<file path="config.mk">
export PLATFORM = sky130hd
export DESIGN_NAME = imgds_back
export DESIGN_NICKNAME = d
export VERILOG_FILES = /design/src/rtl/core/imgds_pkg.sv /design/src/rtl/core/imgds_back.sv
export SDC_FILE = /design/constraint.sdc
export NUM_CORES = 1
export LEC_CHECK = 0
export ABC_AREA = 1
export BUFFER_PORTS_ARGS = -buffer_cell sky130_fd_sc_hd__buf_2
export CAP_MARGIN = 0
export CORE_UTILIZATION = 45
export CTS_BUF_LIST = sky130_fd_sc_hd__clkbuf_8
export DETAILED_ROUTE_END_ITERATION = 10
export GPL_TIMING_DRIVEN = 0
export SETUP_SLACK_MARGIN = 0.1
export SLEW_MARGIN = 10
export SYNTH_ARGS = -nofsm -noshare
export SYNTH_HDL_FRONTEND = slang
export SYNTH_SLANG_ARGS = --single-unit
</file>
<file path="constraint.sdc">
create_clock -name clk -period 8.8 [get_ports clk]
set_clock_uncertainty 0.15 [all_clocks]
set_input_delay 0.44 -clock clk [delete_from_list [all_inputs] [get_ports clk]]
set_output_delay 0.44 -clock clk [all_outputs]
set_load 0.005 [all_outputs]
</file>
<file path="src/rtl/core/imgds_pkg.sv">
// Shared types, constants and tap arithmetic for the image downsampler.
`default_nettype none

package imgds_pkg;

    // Field widths, the height limit and the tap count.
    localparam int PIX_W        = 16;
    localparam int VSUM_W       = 20;
    localparam int HSUM_W       = 24;
    localparam int DIM_W        = 13;
    localparam int ROW_W        = 12;
    localparam int HEIGHT_LIMIT = 4096;
    localparam int TAPS         = 5;
    localparam int WT_W         = 4;
    localparam int CODE_W       = 3;

    // Queue depths between the parts of the block.
    localparam int STAGE_DEPTH  = 4;
    localparam int RESULT_DEPTH = 4;
    localparam int QCNT_W       = $clog2(STAGE_DEPTH) + 1;
    localparam int RCNT_W       = $clog2(RESULT_DEPTH) + 1;

    // Filter modes.
    localparam logic [1:0] MODE_SKIP  = 2'd0;
    localparam logic [1:0] MODE_AVG   = 2'd1;
    localparam logic [1:0] MODE_GAUSS = 2'd2;

    // Configuration register indexes.
    localparam logic [1:0] REG_WIDTH  = 2'd0;
    localparam logic [1:0] REG_HEIGHT = 2'd1;
    localparam logic [1:0] REG_MODE   = 2'd2;

    // Tap weight sets; tap 0 is the newest sample along the axis.
    localparam logic [CODE_W-1:0] WC_SKIP = 3'd0;
    localparam logic [CODE_W-1:0] WC_AVG  = 3'd1;
    localparam logic [CODE_W-1:0] WC_FULL = 3'd2;
    localparam logic [CODE_W-1:0] WC_HEAD = 3'd3;
    localparam logic [CODE_W-1:0] WC_TAIL = 3'd4;
    localparam logic [CODE_W-1:0] WC_TINY = 3'd5;

    typedef logic [TAPS-1:0][WT_W-1:0]   weight_vec_t;
    typedef logic [TAPS-1:0][VSUM_W-1:0] tap_vec_t;

    // Classification of one position along one axis.
    typedef struct packed {
        logic              hit;
        logic [CODE_W-1:0] code;
        logic              at_end;
    } axis_class_t;

    // Work item passed from the front part to the back part.
    typedef struct packed {
        logic [VSUM_W-1:0] vsum;
        logic [CODE_W-1:0] hcode;
        logic              emit;
        logic              row_end;
        logic              frame_end;
    } entry_t;

    // Finished result.
    typedef struct packed {
        logic [PIX_W-1:0] pixel;
        logic             row_end;
        logic             frame_end;
    } result_t;

    // Weights for each tap set. Mirrored taps are folded onto the samples they reuse.
    function automatic weight_vec_t tap_weights(input logic [CODE_W-1:0] code);
        weight_vec_t wt;
        wt = '0;
        case (code)
            WC_SKIP:
            begin
                wt[0] = 4'd1;
            end
            WC_AVG:
            begin
                wt[0] = 4'd1;
                wt[1] = 4'd1;
            end
            WC_FULL:
            begin
                wt[0] = 4'd1;
                wt[1] = 4'd4;
                wt[2] = 4'd6;
                wt[3] = 4'd4;
                wt[4] = 4'd1;
            end
            WC_HEAD:
            begin
                wt[0] = 4'd2;
                wt[1] = 4'd8;
                wt[2] = 4'd6;
            end
            WC_TAIL:
            begin
                wt[0] = 4'd4;
                wt[1] = 4'd7;
                wt[2] = 4'd4;
                wt[3] = 4'd1;
            end
            WC_TINY:
            begin
                wt[0] = 4'd8;
                wt[1] = 4'd8;
            end
            default:
            begin
                wt = '0;
            end
        endcase
        return wt;
    endfunction

    // Weighted sum of five taps. Taps with zero weight are not looked at.
    function automatic logic [HSUM_W-1:0] tap_sum(input logic [CODE_W-1:0] code,
                                                  input tap_vec_t taps);
        weight_vec_t       wt;
        logic [HSUM_W-1:0] acc;
        wt  = tap_weights(code);
        acc = '0;
        for (int i = 0; i < TAPS; i++)
        begin
            if (wt[i] != '0)
            begin
                acc = acc + HSUM_W'(wt[i]) * HSUM_W'(taps[i]);
            end
        end
        return acc;
    endfunction

    // Decide whether a position closes an output sample along one axis.
    function automatic axis_class_t classify_axis(input logic [1:0] mode,
                                                  input logic pos_even,
                                                  input logic pos_zero,
                                                  input logic pos_two,
                                                  input logic is_last,
                                                  input logic n_odd,
                                                  input logic n_two,
                                                  input logic half_hit,
                                                  input logic mid_hit);
        axis_class_t cls;
        case (mode)
            MODE_SKIP:
            begin
                cls.hit    = pos_even && !(is_last && n_odd);
                cls.code   = WC_SKIP;
                cls.at_end = half_hit;
            end
            MODE_AVG:
            begin
                cls.hit    = !pos_even;
                cls.code   = WC_AVG;
                cls.at_end = half_hit;
            end
            default:
            begin
                if (is_last && !n_odd)
                begin
                    // Last sample of an even-sized axis closes the final output.
                    cls.hit    = 1'b1;
                    cls.code   = n_two ? WC_TINY : WC_TAIL;
                    cls.at_end = 1'b1;
                end
                else
                begin
                    cls.hit    = pos_even && !pos_zero;
                    cls.code   = pos_two ? WC_HEAD : WC_FULL;
                    cls.at_end = mid_hit;
                end
            end
        endcase
        return cls;
    endfunction

    // Normalize and round to nearest, ties upward.
    function automatic logic [PIX_W-1:0] round_result(input logic [1:0] mode,
                                                      input logic [HSUM_W-1:0] sum);
        logic [HSUM_W-1:0] tmp;
        logic [PIX_W-1:0]  res;
        case (mode)
            MODE_SKIP:
            begin
                tmp = sum;
                res = tmp[PIX_W-1:0];
            end
            MODE_AVG:
            begin
                tmp = sum + HSUM_W'(2);
                res = tmp[PIX_W+1:2];
            end
            default:
            begin
                tmp = sum + HSUM_W'(128);
                res = tmp[PIX_W+7:8];
            end
        endcase
        return res;
    endfunction

endpackage

`default_nettype wire

</file>
<file path="src/rtl/core/imgds_back.sv">
// Back part: horizontal window, horizontal filtering and rounding.
`default_nettype none

module imgds_back
    import imgds_pkg::*;
(
    input  wire logic              clk,
    input  wire logic              rst_n,
    input  wire logic [1:0]        filter_mode,
    input  wire logic              stage_empty,
    input  wire entry_t            stage_entry,
    input  wire logic [RCNT_W-1:0] result_count,
    output logic                   stage_pop,
    output logic                   result_push,
    output result_t                result
);

    logic [VSUM_W-1:0] window_reg [TAPS-1];
    tap_vec_t          h_taps;
    logic [HSUM_W-1:0] h_sum;
    logic              advance;

    logic              s_emit_reg;
    logic [HSUM_W-1:0] s_sum_reg;
    logic              s_row_end_reg;
    logic              s_frame_end_reg;

    // Move on only while the result queue has room for the item in the sum stage too.
    assign advance   = !stage_empty &&
                       (({1'b0, result_count} + (RCNT_W + 1)'(s_emit_reg))
                        < (RCNT_W + 1)'(RESULT_DEPTH));
    assign stage_pop = advance;

    // Horizontal filter over the newest column sums of the row.
    always_comb
    begin
        h_taps[0] = stage_entry.vsum;
        for (int k = 1; k < TAPS; k++)
        begin
            h_taps[k] = window_reg[k-1];
        end
    end

    assign h_sum = tap_sum(stage_entry.hcode, h_taps);

    // Window shift and sum register.
    always_ff @(posedge clk)
    begin
        if (advance)
        begin
            window_reg[0] <= stage_entry.vsum;
            for (int k = 1; k < TAPS - 1; k++)
            begin
                window_reg[k] <= window_reg[k-1];
            end
            s_sum_reg       <= h_sum;
            s_row_end_reg   <= stage_entry.row_end;
            s_frame_end_reg <= stage_entry.frame_end;
        end
    end

    always_ff @(posedge clk or negedge rst_n)
    begin
        if (!rst_n)
        begin
            s_emit_reg <= 1'b0;
        end
        else
        begin
            s_emit_reg <= advance && stage_entry.emit;
        end
    end

    // Rounded result into the result queue.
    assign result_push      = s_emit_reg;
    assign result.pixel     = round_result(filter_mode, s_sum_reg);
    assign result.row_end   = s_row_end_reg;
    assign result.frame_end = s_frame_end_reg;

endmodule

`default_nettype wire

</file>
==> impl_metrics.env <==
export IMPL_ios=54
export IMPL_min_period_ns=10.20
export IMPL_design_area_um2=21200
export IMPL_crit_cells=64
export IMPL_syn_to_final_growth_pct=27.7
export IMPL_critPathArrivalTime_ns=10.25
export IMPL_yosysWarnings=0
export IMPL_grt_antenna_before_repair=0
export IMPL_cp_max_fo=5
export IMPL_wire_per_inst_um=17.3
export IMPL_setup_ws_ns=-1.40
export IMPL_overflow=0
export IMPL_cts_sinks=107
export IMPL_vias_per_cell=5.22
export IMPL_seq_power_share_pct=17.3
export IMPL_crit_slowest_cell="fa_1"
export IMPL_antenna_left=0
export IMPL_synth_area_leaders="edfxtp_1 19%, fa_1 16%, ha_1 13%"
export IMPL_p_int_w=0.00186
export IMPL_cpPeakStageDelay_ns=0.56
export IMPL_drc=0
export IMPL_worstPathRequired_ns=8.84
export IMPL_clock_tree_buffer_depth=2
export IMPL_cpLargestDelayFamily="adder cells"
export IMPL_io_buffers=52
export IMPL_core_area_um2=35900
export IMPL_cp_num_buf_inv=23
export IMPL_clk_pin_slew_worst_paths_ns=0.13
export IMPL_synthCells=2343
export IMPL_crit_top_cell="buf_4"
export IMPL_grt_pass1_wl_um=83300
export IMPL_endpoint_kind="flip-flop"
export IMPL_max_cap_viol_count=0
export IMPL_htree_levels=3
export IMPL_start_kind="input port"
export IMPL_row_count=69
export IMPL_status="finished with violations"
export IMPL_finalSetupViolCount=15
export IMPL_worst_slew_pin_slew_ns=0.783
export IMPL_yosysMostFrequentCell="nand2_1"
export IMPL_comb_power_share_pct=72.8
export IMPL_gp_congestion=0.946
export IMPL_hpwlAfterDp_um=42500
export IMPL_fin_crit_sh_pct=116
export IMPL_drive_gt1_share_pct=24.8
export IMPL_register_area_um2=3210
export IMPL_multi_input_area_um2=13400
export IMPL_synth_top_area_cell="edfxtp_1"
export IMPL_clkPwrFrac_pct=9.8
export IMPL_fmax_mhz=98.0
export IMPL_synthTopCellsByCount="529 x nand2_1, 494 x inv_1, 277 x nor2_1"
export IMPL_criticalPathCategory="in2reg"
export IMPL_placed_area_um2=18300
export IMPL_finalNetCount=2901
export IMPL_drtIter0Drc=737
export IMPL_grt_usage_pct=28.4
export IMPL_largest_register_ffs=80
export IMPL_die_w_um=194
export IMPL_tns_ns=-11.87
export IMPL_syn_cell_area_um2=16600
export IMPL_violations="negative setup slack"
export IMPL_firstDrtPassIters=6
export IMPL_synth_top_area_share_pct=19.2
export IMPL_cts_root_buffer="clkbuf_8"
export IMPL_initial_core_util_pct=46.2
export IMPL_grt_pass1_vias=16324
export IMPL_swShare_pct=48.5
export IMPL_cts_tree="yes"
export IMPL_fillerInstances=3347
export IMPL_diodes=0
export IMPL_rsz0062_at_grt="true"
export IMPL_p_switching_w=0.00175
export IMPL_synth_edf_count=106
export IMPL_cts_buffers=9
export IMPL_hold_viol_final=0
export IMPL_die_h_um=194
export IMPL_leakagePower_nw=10.7
export IMPL_synth_seq_cells=107
export IMPL_ff2ff_path_depth=45
export IMPL_hold_class="in2reg"
export IMPL_grt_max_degree=67
export IMPL_synth_distinct_cells=59
export IMPL_irDropWorstVdd_v=0.0000850
export IMPL_syn_area_per_cell_um2=7.08
export IMPL_seq_area_frac_synth_pct=19.3
export IMPL_clk_latency_ns=0.42
export IMPL_slew_violations=0
export IMPL_synth_ff_type="edfxtp_1"
export IMPL_totalWireLength_um=52600
export IMPL_min_path_cells=1
export IMPL_power_total_w=0.00361
export IMPL_via_count=15833
export IMPL_synthArstFlopShare_pct=0.935
export IMPL_die_area_um2=37700
export IMPL_slew_headroom_pct=47.8
export IMPL_power_density_nw_per_um2=170
export IMPL_synth_nets=2677
-- worst register-to-register path, delay by kind of cell (launching register included) --
kind	cells	cell delay [ns]
adders and majority gates	9	3.55
and+or+nand+nor	18	2.21
AOI/OAI and AO/OA	11	1.84
xor gates and xnor gates	3	0.54
DFF	1	0.48
buffers and inverters	4	0.23
-- path summary, 6_finish.rpt --
kind	start	endpoint	slack (ns)
max	stage_entry[4]	s_sum_reg[23]$_DFFE_PP_	-1.40
min	stage_entry[1]	s_row_end_reg$_DFFE_PP_	0.04
max reg2reg	window_reg[0][2]$_DFFE_PP_	s_sum_reg[23]$_DFFE_PP_	-0.42
min reg2reg	window_reg[2][8]$_DFFE_PP_	window_reg[3][8]$_DFFE_PP_	0.31
max in group asynchronous	rst_n	result_push$_DFF_PN0_	8.25
min in group asynchronous	rst_n	result_push$_DFF_PN0_	0.17
-- stage by stage --
step | cells | worst slack [ns] | hold WS (ns) | utilization, %
3_5_place_dp | 2857 | -3.11 | 0.0668 | 51.0
2_1_floorplan | 2343 | -0.644 | -0.00559 | -
4_1_cts | 2993 | -1.21 | 0.0107 | 57.0
5_1_grt | 3033 | -1.83 | 0.0120 | 59.0
3_3_place_gp | 2856 | -3.11 | 0.0640 | 50.9
6_report | 3033 | -1.40 | 0.0448 | 59.0
-- power by group through the flow --
stage / combinational, W / sequential, W / clock (W)
final: 0.00263 / 0.000625 / 0.000354
after CTS: 0.00240 / 0.000625 / 0.000365
after global routing: 0.00289 / 0.000629 / 0.000377
after detailed placement: 0.00198 / 0.000637 / 0
after global placement: 0.00196 / 0.000640 / 0
after floorplan: 0.00154 / 0.000630 / 0
-- cell usage in the layout (no fill, tap or decap), drive strengths merged, types with 4 or more instances in the layout --
master	netlist	layout
nand2	533	533
inv	498	499
nor2	282	282
buf	20	231
ha	167	167
o21ai	134	134
fa	133	133
a21oi	132	132
nand3	117	117
edfxtp	106	106
xor2	39	39
clkbuf	26	36
nand4	27	27
xnor2	23	23
or2	17	17
nor3	12	12
a21o	9	9
nor4	9	9
a31oi	9	9
and2	7	7
o21bai	7	7
o21a	6	6
clkinv	2	5
a21boi	4	4
and3	4	4
-- final cells by class --
| type | instances | share of cell area [%] |
|---|---|---|
| clock buffers | 9 | 0.585 |
| well taps | 461 | 2.72 |
| clock inverters | 7 | 0.390 |
| multi-input cells | 1690 | 63.2 |
| flip-flops and latches | 107 | 15.1 |
| inverters | 500 | 8.96 |
| plain buffers | 46 | 1.62 |
| repair buffers | 213 | 7.35 |
-- layer usage --
metal,routed length [um],vias to the layer above,global-route usage [%]
met4,2440,0,12.8
met3,1380,109,2.12
met2,28500,316,56.0
met1,20300,7591,30.5
li1,-,7817,-
met5,0,-,0
-- what timing repair did --
| item | in CTS | in global routing |
|---|---|---|
| hold endpoints to repair | 1 | 0 |
| endpoints found under the setup margin | 19 | 18 |
| hold buffers | 1 | 0 |
| setup buffers | 118 | 41 |
| gates resized for setup | 220 | 102 |
| pin swaps | 111 | 89 |
| cloned | 1 | 0 |
-- logic make-up after synthesis --
kind of cell,share of synthesized area (%)
xor+xnor,3.27
compound gates,10.5
simple gates,25.5
fa+ha+maj,28.6
mux,0.181
flops,19.3
buf+inv,12.7
No activity file was read; power rests on OpenSTA's default activity.
