$ cat src/rtl/core/imgds_queue.sv
// Small first-in first-out queue of register entries.
`default_nettype none

module imgds_queue #(
    parameter int WIDTH = 8,
    parameter int DEPTH = 4
) (
    input  wire logic                     clk,
    input  wire logic                     rst_n,
    input  wire logic                     push,
    input  wire logic [WIDTH-1:0]         push_data,
    input  wire logic                     pop,
    output logic      [WIDTH-1:0]         pop_data,
    output logic      [$clog2(DEPTH):0]   count
);

    localparam int PTR_W = $clog2(DEPTH);
    localparam int CNT_W = PTR_W + 1;

    logic [WIDTH-1:0] data_reg [DEPTH];
    logic [PTR_W-1:0] wr_ptr_reg;
    logic [PTR_W-1:0] rd_ptr_reg;
    logic [CNT_W-1:0] count_reg;

    // Pointers and fill count.
    always_ff @(posedge clk or negedge rst_n)
    begin
        if (!rst_n)
        begin
            wr_ptr_reg <= '0;
            rd_ptr_reg <= '0;
            count_reg  <= '0;
        end
        else
        begin
            if (push)
            begin
                wr_ptr_reg <= wr_ptr_reg + PTR_W'(1);
            end
            if (pop)
            begin
                rd_ptr_reg <= rd_ptr_reg + PTR_W'(1);
            end
            count_reg <= count_reg + CNT_W'(push) - CNT_W'(pop);
        end
    end

    // Entry storage.
    always_ff @(posedge clk)
    begin
        if (push)
        begin
            data_reg[wr_ptr_reg] <= push_data;
        end
    end

    assign pop_data = data_reg[rd_ptr_reg];
    assign count    = count_reg;

endmodule

`default_nettype wire

$ cat config.mk
export PLATFORM = sky130hd
export DESIGN_NAME = imgds_queue
export DESIGN_NICKNAME = d
export VERILOG_FILES = /design/src/rtl/core/imgds_queue.sv
export SDC_FILE = /design/constraint.sdc
export NUM_CORES = 1
export LEC_CHECK = 0
export ABC_AREA = 1
export BUFFER_PORTS_ARGS = -buffer_cell sky130_fd_sc_hd__buf_2
export CAP_MARGIN = 15
export CORE_MARGIN = 2
export CORE_UTILIZATION = 52
export CTS_CLUSTER_SIZE = 30
export DETAILED_ROUTE_END_ITERATION = 6
export PLACE_DENSITY = 0.81
export SLEW_MARGIN = 20
export SYNTH_ARGS = -nofsm -noshare
export SYNTH_HDL_FRONTEND = slang
export SYNTH_SLANG_ARGS = --single-unit
$ cat constraint.sdc
create_clock -name clk -period 3.7 [get_ports clk]
set_input_delay 0.555 -clock clk [delete_from_list [all_inputs] [get_ports clk]]
set_output_delay 0.555 -clock clk [all_outputs]
set_load 0.01 [all_outputs]
==> results of run 1 <==
## cell families after synthesis
| kind of cell | share of synthesized area [%] |
|---|---|
| adder cells (fa/ha/maj) | 5.31 |
| XOR/XNOR | 1.47 |
| buffers and inverters | 12.9 |
| AND/OR/NAND/NOR | 16.6 |
| AO/OA/AOI/OAI | 0.279 |
| flip-flops | 63.5 |
## final cells by class
type	count	area (sq um)
Fill cell	289	1360
Sequential cell	39	1140
Multi-Input combinational cell	79	423
Inverter	46	178
Timing Repair Buffer	22	110
Tap cell	46	57.6
Clock buffer	8	48.8
## power by group
group          switching [mW]  internal, mW  total, mW
sequential             0.0881         0.588      0.676
combinational           0.306         0.191      0.497
clock                   0.118        0.0757      0.194
total                   0.512         0.854       1.37
## metrics by stage
| stage | hold WS (ps) | cell area [sq um] | cells | worst slack (ps) | power (mW) |
|---|---|---|---|---|---|
| 2_1_floorplan | 259 | 1790 | 169 | 1970 | 1.07 |
| 3_3_place_gp | 396 | 1900 | 232 | 1820 | 1.18 |
| 3_5_place_dp | 395 | 1900 | 232 | 1790 | 1.20 |
| 4_1_cts | 27.0 | 1950 | 240 | 1450 | 1.39 |
| 5_1_grt | 31.1 | 1950 | 240 | 1330 | 1.49 |
| 6_report | 35.5 | 1950 | 240 | 1470 | 1.37 |
## worst max path at each step
stage                     depth (start not counted)     endpoint           from
after floorplan                                   8     count[2]            pop
after global placement                            9     count[2]            pop
after detailed placement                          9     count[2]            pop
after CTS                                         5  pop_data[7]  rd_ptr_reg[0]
after global routing                              5  pop_data[1]  rd_ptr_reg[0]
final                                             5  pop_data[7]  rd_ptr_reg[0]
## routing by layer
| layer | vias to the layer above | track usage [%] | routed length [um] | share of wire, % |
|---|---|---|---|---|
| met4 | 0 | 9.44 | 83 | 3.3 |
| met5 | - | 0 | 0 | 0 |
| met3 | 10 | 4.68 | 166 | 6.5 |
| met2 | 25 | 27.2 | 1290 | 51 |
| li1 | 559 | - | - | - |
| met1 | 471 | 15.2 | 998 | 39 |
## cell usage in the layout, fill, tap and decap left out
cell type,n
inv_6,1
clkbuf_1,3
nand2_1,43
o21ai_1,1
xor2_1,3
ha_1,6
clkbuf_4,5
inv_2,1
nand3_1,17
fa_1,1
edfxtp_1,32
buf_2,22
inv_1,44
dfrtp_1,7
nand2_2,8
## critical path: stages (launching register included)
cell and delay (ps):
dfrtp_1 780, inv_6 170, nand2_1 100, nand3_1 60
nand2_1 90, buf_2 130
==> metrics.yaml, run 1 <==
initial_core_util_pct: 54.0
syn_area_per_cell_sq_um: 10.6
yosysWarnings: 0
leakage_nw: 0.977
crit_required_ps: 3140
yosys-top-cells-area: "edfxtp_1 (54%), dfrtp_1 (9.8%), inv_1 (9.2%)"
hp-class: "primary input to async pin"
fp.coreArea_sq_um: 3310
synth_flop_cell: "edfxtp_1"
netlist_top_cells_count: "inv_1 (44), nand2_1 (43), edfxtp_1 (32), nand3_1 (17), nand2_2 (8)"
ctsResizeCount: 0
cts_sinks: 39
port_buffers: 22
cp.arrival_ps: 1680
antenna_found_initial: 0
largest_reg_flops: 32
grt_overflow: 0
synth_fp_nets: 188
critPathLaunchType: "flip-flop"
vdd_ir_drop_max_mv: 0.362
period_minus_slack_ps: 2230
max-slew-margin-rel_pct: 55.4
cts_tree: "yes"
gp_congestion: 0.793
setup_viol: 0
rsz0062_at_grt: "no"
htreeDepth: 2
grt_pass1_wl_um: 4410
synth-async-reset-ratio_pct: 17.9
period_share_pct: 60.3
dp_hpwl_um: 1810
ant_nets: 0
fin_nets: 212
worstRegToRegCells: 9
root_buffer: "clkbuf_4"
drc_errors: 0
drtIter0Drc: 12
tightestPinTransition_ps: 668
finalClockSkew_ps: 8.47
rr_startpoint: "count[0]"
synth_edf_count: 32
p_per_area_nw_per_um2: 700
synth.distinct_cells: 16
synth_top_cell_area_share_pct: 53.7
clkLatencyLatePin_ps: 340
r2r_setup_slack_ps: 2080
pin_count: 23
max_cap_violations: 0
drv_slew: 0
synth.most_common_cell: "inv_1"
die_h_um: 62.7
grt_usage_pct: 15.2
viasPerCell: 4.44
cts_hold_buf: 0
synth_cells: 169
antenna_cells: 0
cp_max_fo: 19
grt_pass1_vias: 1058
ys_seq_area_share_pct: 63.5
path_class: "flip-flop to output pin"
die_w_um: 62.7
end_kind: "output pin"
cts_buffers: 5
clockBufferDepth: 2
synth_top_area_cell: "edfxtp_1"
syn_area_sq_um: 1790
final_util_pct: 59.0
dr.pass1.iters: 4
ys_ff_latch: 39
wirelength_um: 2540
post_cts_buffers: 0
reg2reg_to: "count[2]"
hold_violations: 0
path_clk_slew_ps: 90
rows: 21
areaGrowthSynthToFinish_pct: 9.16
design.die.area_sq_um: 3930
grt_max_degree: 20
drive_gt1_share_pct: 19.1
wl_per_cell_um: 10.6
status: "finished clean"
num_vias: 1065
max_freq_mhz: 448
setup_tns_ps: 0
No activity file was read; power rests on OpenSTA's default activity.
==> inputs of run 2 (changes only) <==
==> constraint.sdc (replaced) <==
create_clock -name clk -period 2.2 [get_ports clk]
set_input_delay 0.33 -clock clk [delete_from_list [all_inputs] [get_ports clk]]
set_output_delay 0.33 -clock clk [all_outputs]
set_load 0.01 [all_outputs]
==> run 2 against run 1 <==
  * Setup slack got worse by 1200 ps
  * Total power increased by 74%
  * Critical path type unchanged
  * Global-route usage up 0.31 points
  * Combinational power grew 74%
  * Non-clock buffer count increased by 2
  * Highest routed layer unchanged
  * Worst hold slack better by 150 ps
  * First-iteration DRC count grew to 3.2 times the previous value
  * Largest cell class unchanged
  * Flip-flop and latch count stayed put
  * Routed wire length is essentially flat
==> metrics.yaml, run 2 (synthesized netlist as in run 1, its figures left out) <==
antenna_found_initial: 0
period_share_pct: 86.6
path_class: "flip-flop to output pin"
cp.arrival_ps: 1570
cts_buffers: 5
max-slew-margin-rel_pct: 67.3
critPathMaxStageDelay_ps: 660
p_sw_mw: 0.868
die_w_um: 62.7
dr.pass1.iters: 6
placed_area_sq_um: 1910
fin_nets: 214
initial_core_util_pct: 54.0
pin_count: 23
combPwrFrac_pct: 36.5
dp_hpwl_um: 1800
design.die.area_sq_um: 3930
fp.coreArea_sq_um: 3310
final_util_pct: 60.1
setup_ws_ps: 296
gp_congestion: 0.723
hp-start: "pop"
setup_viol: 0
leakage_nw: 0.998
period_minus_slack_ps: 1900
root_buffer: "clkbuf_4"
final_cell_mix: "inv_1 (44), nand2_1 (43), edfxtp_1 (32), buf_2 (22), nand3_1 (17)"
crit_chain: "buf_4 > nand2_1 > nand3_1 > nand2_1 > buf_2"
hp-class: "primary input to flip-flop"
grt_pass1_vias: 1049
min_to: "rd_ptr_reg[0]"
critPathLaunchType: "flip-flop"
final_area_sq_um: 1990
cp_max_fo: 12
areaGrowthSynthToFinish_pct: 11.3
rr_startpoint: "count[0]"
post_cts_buffers: 0
die_h_um: 62.7
n_fill_cell: 287
num_vias: 1043
setup_tns_ps: 0
clkPwrFrac_pct: 16.3
p_per_area_nw_per_um2: 1190
cpMostUsedCell: "nand2_1"
finalClockSkew_ps: 4.74
end_kind: "output pin"
final_common_cell: "inv_1"
htreeDepth: 2
pwr-share-seq_pct: 47.2
max_freq_mhz: 525
cts_sinks: 39
antenna_cells: 0
netSwitchingFraction_pct: 36.5
rsz0062_at_grt: "no"
grt_usage_pct: 15.5
largest_reg_flops: 32
grt_pass1_wl_um: 4470
multi_input_area_sq_um: 423
intPower_mw: 1.51
status: "finished clean"
ctsResizeCount: 0
drtIter0Drc: 38
worstRegToRegCells: 9
drive_gt1_share_pct: 20.4
wl_per_cell_um: 10.5
min_path_cells: 2
regArea_sq_um: 1140
r2r_setup_slack_ps: 590
clkLatencyLatePin_ps: 340
reg2reg_to: "count[2]"
hold_violations: 0
path_clk_slew_ps: 100
tightestPinTransition_ps: 490
finalPower_mw: 2.38
vdd_ir_drop_max_mv: 0.701
crit_path_top_delay_cell: "dfrtp_1"
port_buffers: 22
clockBufferDepth: 2
ant_nets: 0
crit_required_ps: 1870
grt_max_degree: 17
max_cap_violations: 0
viasPerCell: 4.31
wirelength_um: 2540
rows: 21
cts_tree: "yes"
drv_slew: 0
path_buf_inv: 2
grt_overflow: 0
path_delay_family: "flip-flops"
drc_errors: 0
place_ws_ps: 494
[run 2: changes by cell type in the layout (fill, tap and decap cells not counted)]
cell           change
clkbuf_8           +2
clkbuf_1           -2
dlygate4sd3_1      +1
buf_4              +1
[run 2: worst register-to-register path, delay by kind of cell, from the launching register on]
family | cells | cell delay (ps)
buf+inv | 2 | 90
flops | 1 | 350
fa+ha+maj | 3 | 820
simple gates | 4 | 270
[run 2: power by group through the flow]
stage	sequential [mW]	combinational, mW	clock, mW
floorplan	1.07	0.727	0
finish	1.12	0.867	0.388
detailed placement	1.14	0.880	0
CTS	1.12	0.883	0.405
global route	1.14	1.01	0.433
global placement	1.13	0.854	0
[run 2: final cells by class]
| cell class | count | share of cell area, % |
|---|---|---|
| multi-input combinational | 79 | 21.2 |
| inverter | 46 | 8.93 |
| tap | 46 | 2.89 |
| timing repair buffer | 24 | 6.41 |
| clock buffer | 8 | 3.46 |
| sequential | 39 | 57.1 |
[run 2: worst max path at each step]
stage	to	depth (start not counted)	startpoint	slack, ps
2_1_floorplan	count[2]	9	count[0]	600
3_3_place_gp	count[2]	9	pop	550
3_5_place_dp	count[2]	9	pop	490
4_1_cts	pop_data[6]	5	rd_ptr_reg[0]	280
5_1_grt	pop_data[0]	5	rd_ptr_reg[0]	170
6_report	pop_data[6]	5	rd_ptr_reg[0]	300
[run 2: per-stage QoR]
step / instances / hold WS (ps)
2_1_floorplan: 169 / 34.4
3_3_place_gp: 233 / 172
3_5_place_dp: 233 / 170
4_1_cts: 242 / 169
5_1_grt: 242 / 190
6_report: 242 / 186
[run 2: timing repair]
action,4_1_cts,5_1_grt
endpoints found under the hold margin,7,0
endpoints found under the setup margin,0,0
hold buffers,1,0
[run 2: routing by layer]
metal | track usage (%) | vias to the layer above | wire length [um]
met3 | 3.96 | 5 | 152
met1 | 16.8 | 453 | 976
met4 | 10.0 | 0 | 63
li1 | - | 563 | -
met2 | 26.7 | 22 | 1350
met5 | 0 | - | 0
==> inputs of run 3 (changes only) <==
--- a/config.mk
+++ b/config.mk
@@ -13,7 +13,7 @@
 export CTS_CLUSTER_SIZE = 30
 export DETAILED_ROUTE_END_ITERATION = 6
 export PLACE_DENSITY = 0.81
-export SLEW_MARGIN = 20
+export SLEW_MARGIN = 10
 export SYNTH_ARGS = -nofsm -noshare
 export SYNTH_HDL_FRONTEND = slang
 export SYNTH_SLANG_ARGS = --single-unit
==> constraint.sdc (replaced) <==
create_clock -name clk -period 2.2 [get_ports clk]
set_input_delay 0.44 -clock clk [delete_from_list [all_inputs] [get_ports clk]]
set_output_delay 0.44 -clock clk [all_outputs]
set_load 0.01 [all_outputs]
==> run 3 against run 2 <==
  * Routed wire length is 5.2% higher
  * Total power is 2.2% lower
  * Flip-flop and latch count stayed put
  * Sequential power hardly changed
  * Highest routed layer unchanged
==> metrics.yaml, run 3 (synthesized netlist as in run 1, its figures left out) <==
status: "finished clean"
initial_core_util_pct: 54.0
largest_reg_flops: 32
antenna_found_initial: 0
cts_sinks: 39
critPathMaxStageDelay_ps: 650
cts_tree: "yes"
grt_pass1_vias: 1062
regArea_sq_um: 1140
end_kind: "output pin"
die_w_um: 62.7
pin_count: 23
viasPerCell: 4.47
post_cts_buffers: 0
root_buffer: "clkbuf_4"
dr.pass1.iters: 4
areaGrowthSynthToFinish_pct: 10.1
finalPower_mw: 2.33
grt_pass1_wl_um: 4490
max_cap_violations: 0
cts_buffers: 5
multi_input_area_sq_um: 423
tightestPinTransition_ps: 471
path_class: "flip-flop to output pin"
worstRegToRegCells: 9
dp.cells: 233
grt_overflow: 0
max_freq_mhz: 498
drtIter0Drc: 25
wirelength_um: 2670
stdcell_count: 242
final_cell_mix: "inv_1 (44), nand2_1 (43), edfxtp_1 (32), buf_2 (22), nand3_1 (17)"
dp_hpwl_um: 1880
fin_nets: 214
combPwrFrac_pct: 37.8
r2r_setup_slack_ps: 580
p_sw_mw: 0.876
crit_cells: 5
finalClockSkew_ps: 7.81
htreeDepth: 2
hold_violations: 0
vdd_ir_drop_max_mv: 0.633
path_delay_family: "flip-flops"
fp.coreArea_sq_um: 3310
reg2reg_to: "count[2]"
period_minus_slack_ps: 2010
ant_nets: 0
wl_per_cell_um: 11.0
crit_required_ps: 1760
drive_gt1_share_pct: 19.4
pwr-share-seq_pct: 48.2
cpMostUsedCell: "nand2_1"
antenna_cells: 0
design.die.area_sq_um: 3930
rsz0062_at_grt: "no"
setup.worst_path.start: "rd_ptr_reg[0]"
clockBufferDepth: 2
p_per_area_nw_per_um2: 1180
clkLatencyLatePin_ps: 330
ctsResizeCount: 0
crit_chain: "buf_4 > nand2_1 > nand3_1 > nand2_1 > buf_2"
grt_usage_pct: 15.4
intPower_mw: 1.45
max-slew-margin-rel_pct: 68.6
n_fill_cell: 284
hp-class: "primary input to flip-flop"
port_buffers: 22
setup_tns_ps: 0
grt_max_degree: 17
clkPwrFrac_pct: 14.0
setup_viol: 0
rr_startpoint: "count[0]"
path_clk_slew_ps: 100
path_buf_inv: 2
endpoint: "pop_data[3]"
cp_max_fo: 11
rows: 21
gp_congestion: 0.778
crit_path_top_delay_cell: "dfrtp_1"
netSwitchingFraction_pct: 37.7
period_share_pct: 91.2
leakage_nw: 0.986
cts_hold_buf: 1
die_h_um: 62.7
drv_slew: 0
final_common_cell: "inv_1"
final_util_pct: 59.5
drc_errors: 0
critPathLaunchType: "flip-flop"
num_vias: 1082
cp.arrival_ps: 1570
-- run 3: cell counts in the layout (fill, tap and decap cells not counted) --
No cell type changed its count.
-- run 3: final cells by class --
type | count | area share, %
clock buffer | 8 | 2.48
sequential | 39 | 57.7
tap | 46 | 2.92
timing repair buffer | 24 | 6.48
inverter | 46 | 9.02
multi-input combinational | 79 | 21.5
-- run 3: layer usage --
metal	track usage (%)	wire length, um	vias to the layer above
met5	0	0	-
met4	6.39	48	0
met3	5.05	128	5
met2	28.0	1410	22
met1	16.3	1090	492
li1	-	-	563
-- run 3: how the worst min path moves through the flow --
stage | slack (ps) | start | to | cells past startpoint
final | 300 | pop | rd_ptr_reg[0] | 2
after global routing | 300 | pop | rd_ptr_reg[0] | 2
after CTS | 290 | pop | rd_ptr_reg[0] | 2
after detailed placement | 280 | rst_n | rd_ptr_reg[0] | 1
after global placement | 280 | rst_n | rd_ptr_reg[0] | 1
after floorplan | 140 | rst_n | count[0] | 0
-- run 3: metrics by stage --
step                instance area, sq um  worst slack, ps  hold WS [ps]
floorplan                           1790              588           144
global placement                    1910              440           282
detailed placement                  1910              395           278
CTS                                 1970              188           289
global route                        1970             58.0           302
finish                              1970              194           301
-- run 3: worst reg2reg max path, cell delays in order, from the launching register on --
cell and delay, ps:
dfrtp_1 350, inv_1 40, ha_1 260, inv_1 40, ha_1 180, fa_1 390, nand2_1 110, nand2_1 50
nand2_1 50, nand2_1 50
-- run 3: power by group through the flow --
stage | clock network (mW) | logic, mW | registers, mW
2_1_floorplan | 0 | 0.727 | 1.07
3_3_place_gp | 0 | 0.860 | 1.13
3_5_place_dp | 0 | 0.889 | 1.14
4_1_cts | 0.336 | 0.892 | 1.12
5_1_grt | 0.363 | 1.01 | 1.14
6_report | 0.326 | 0.879 | 1.12
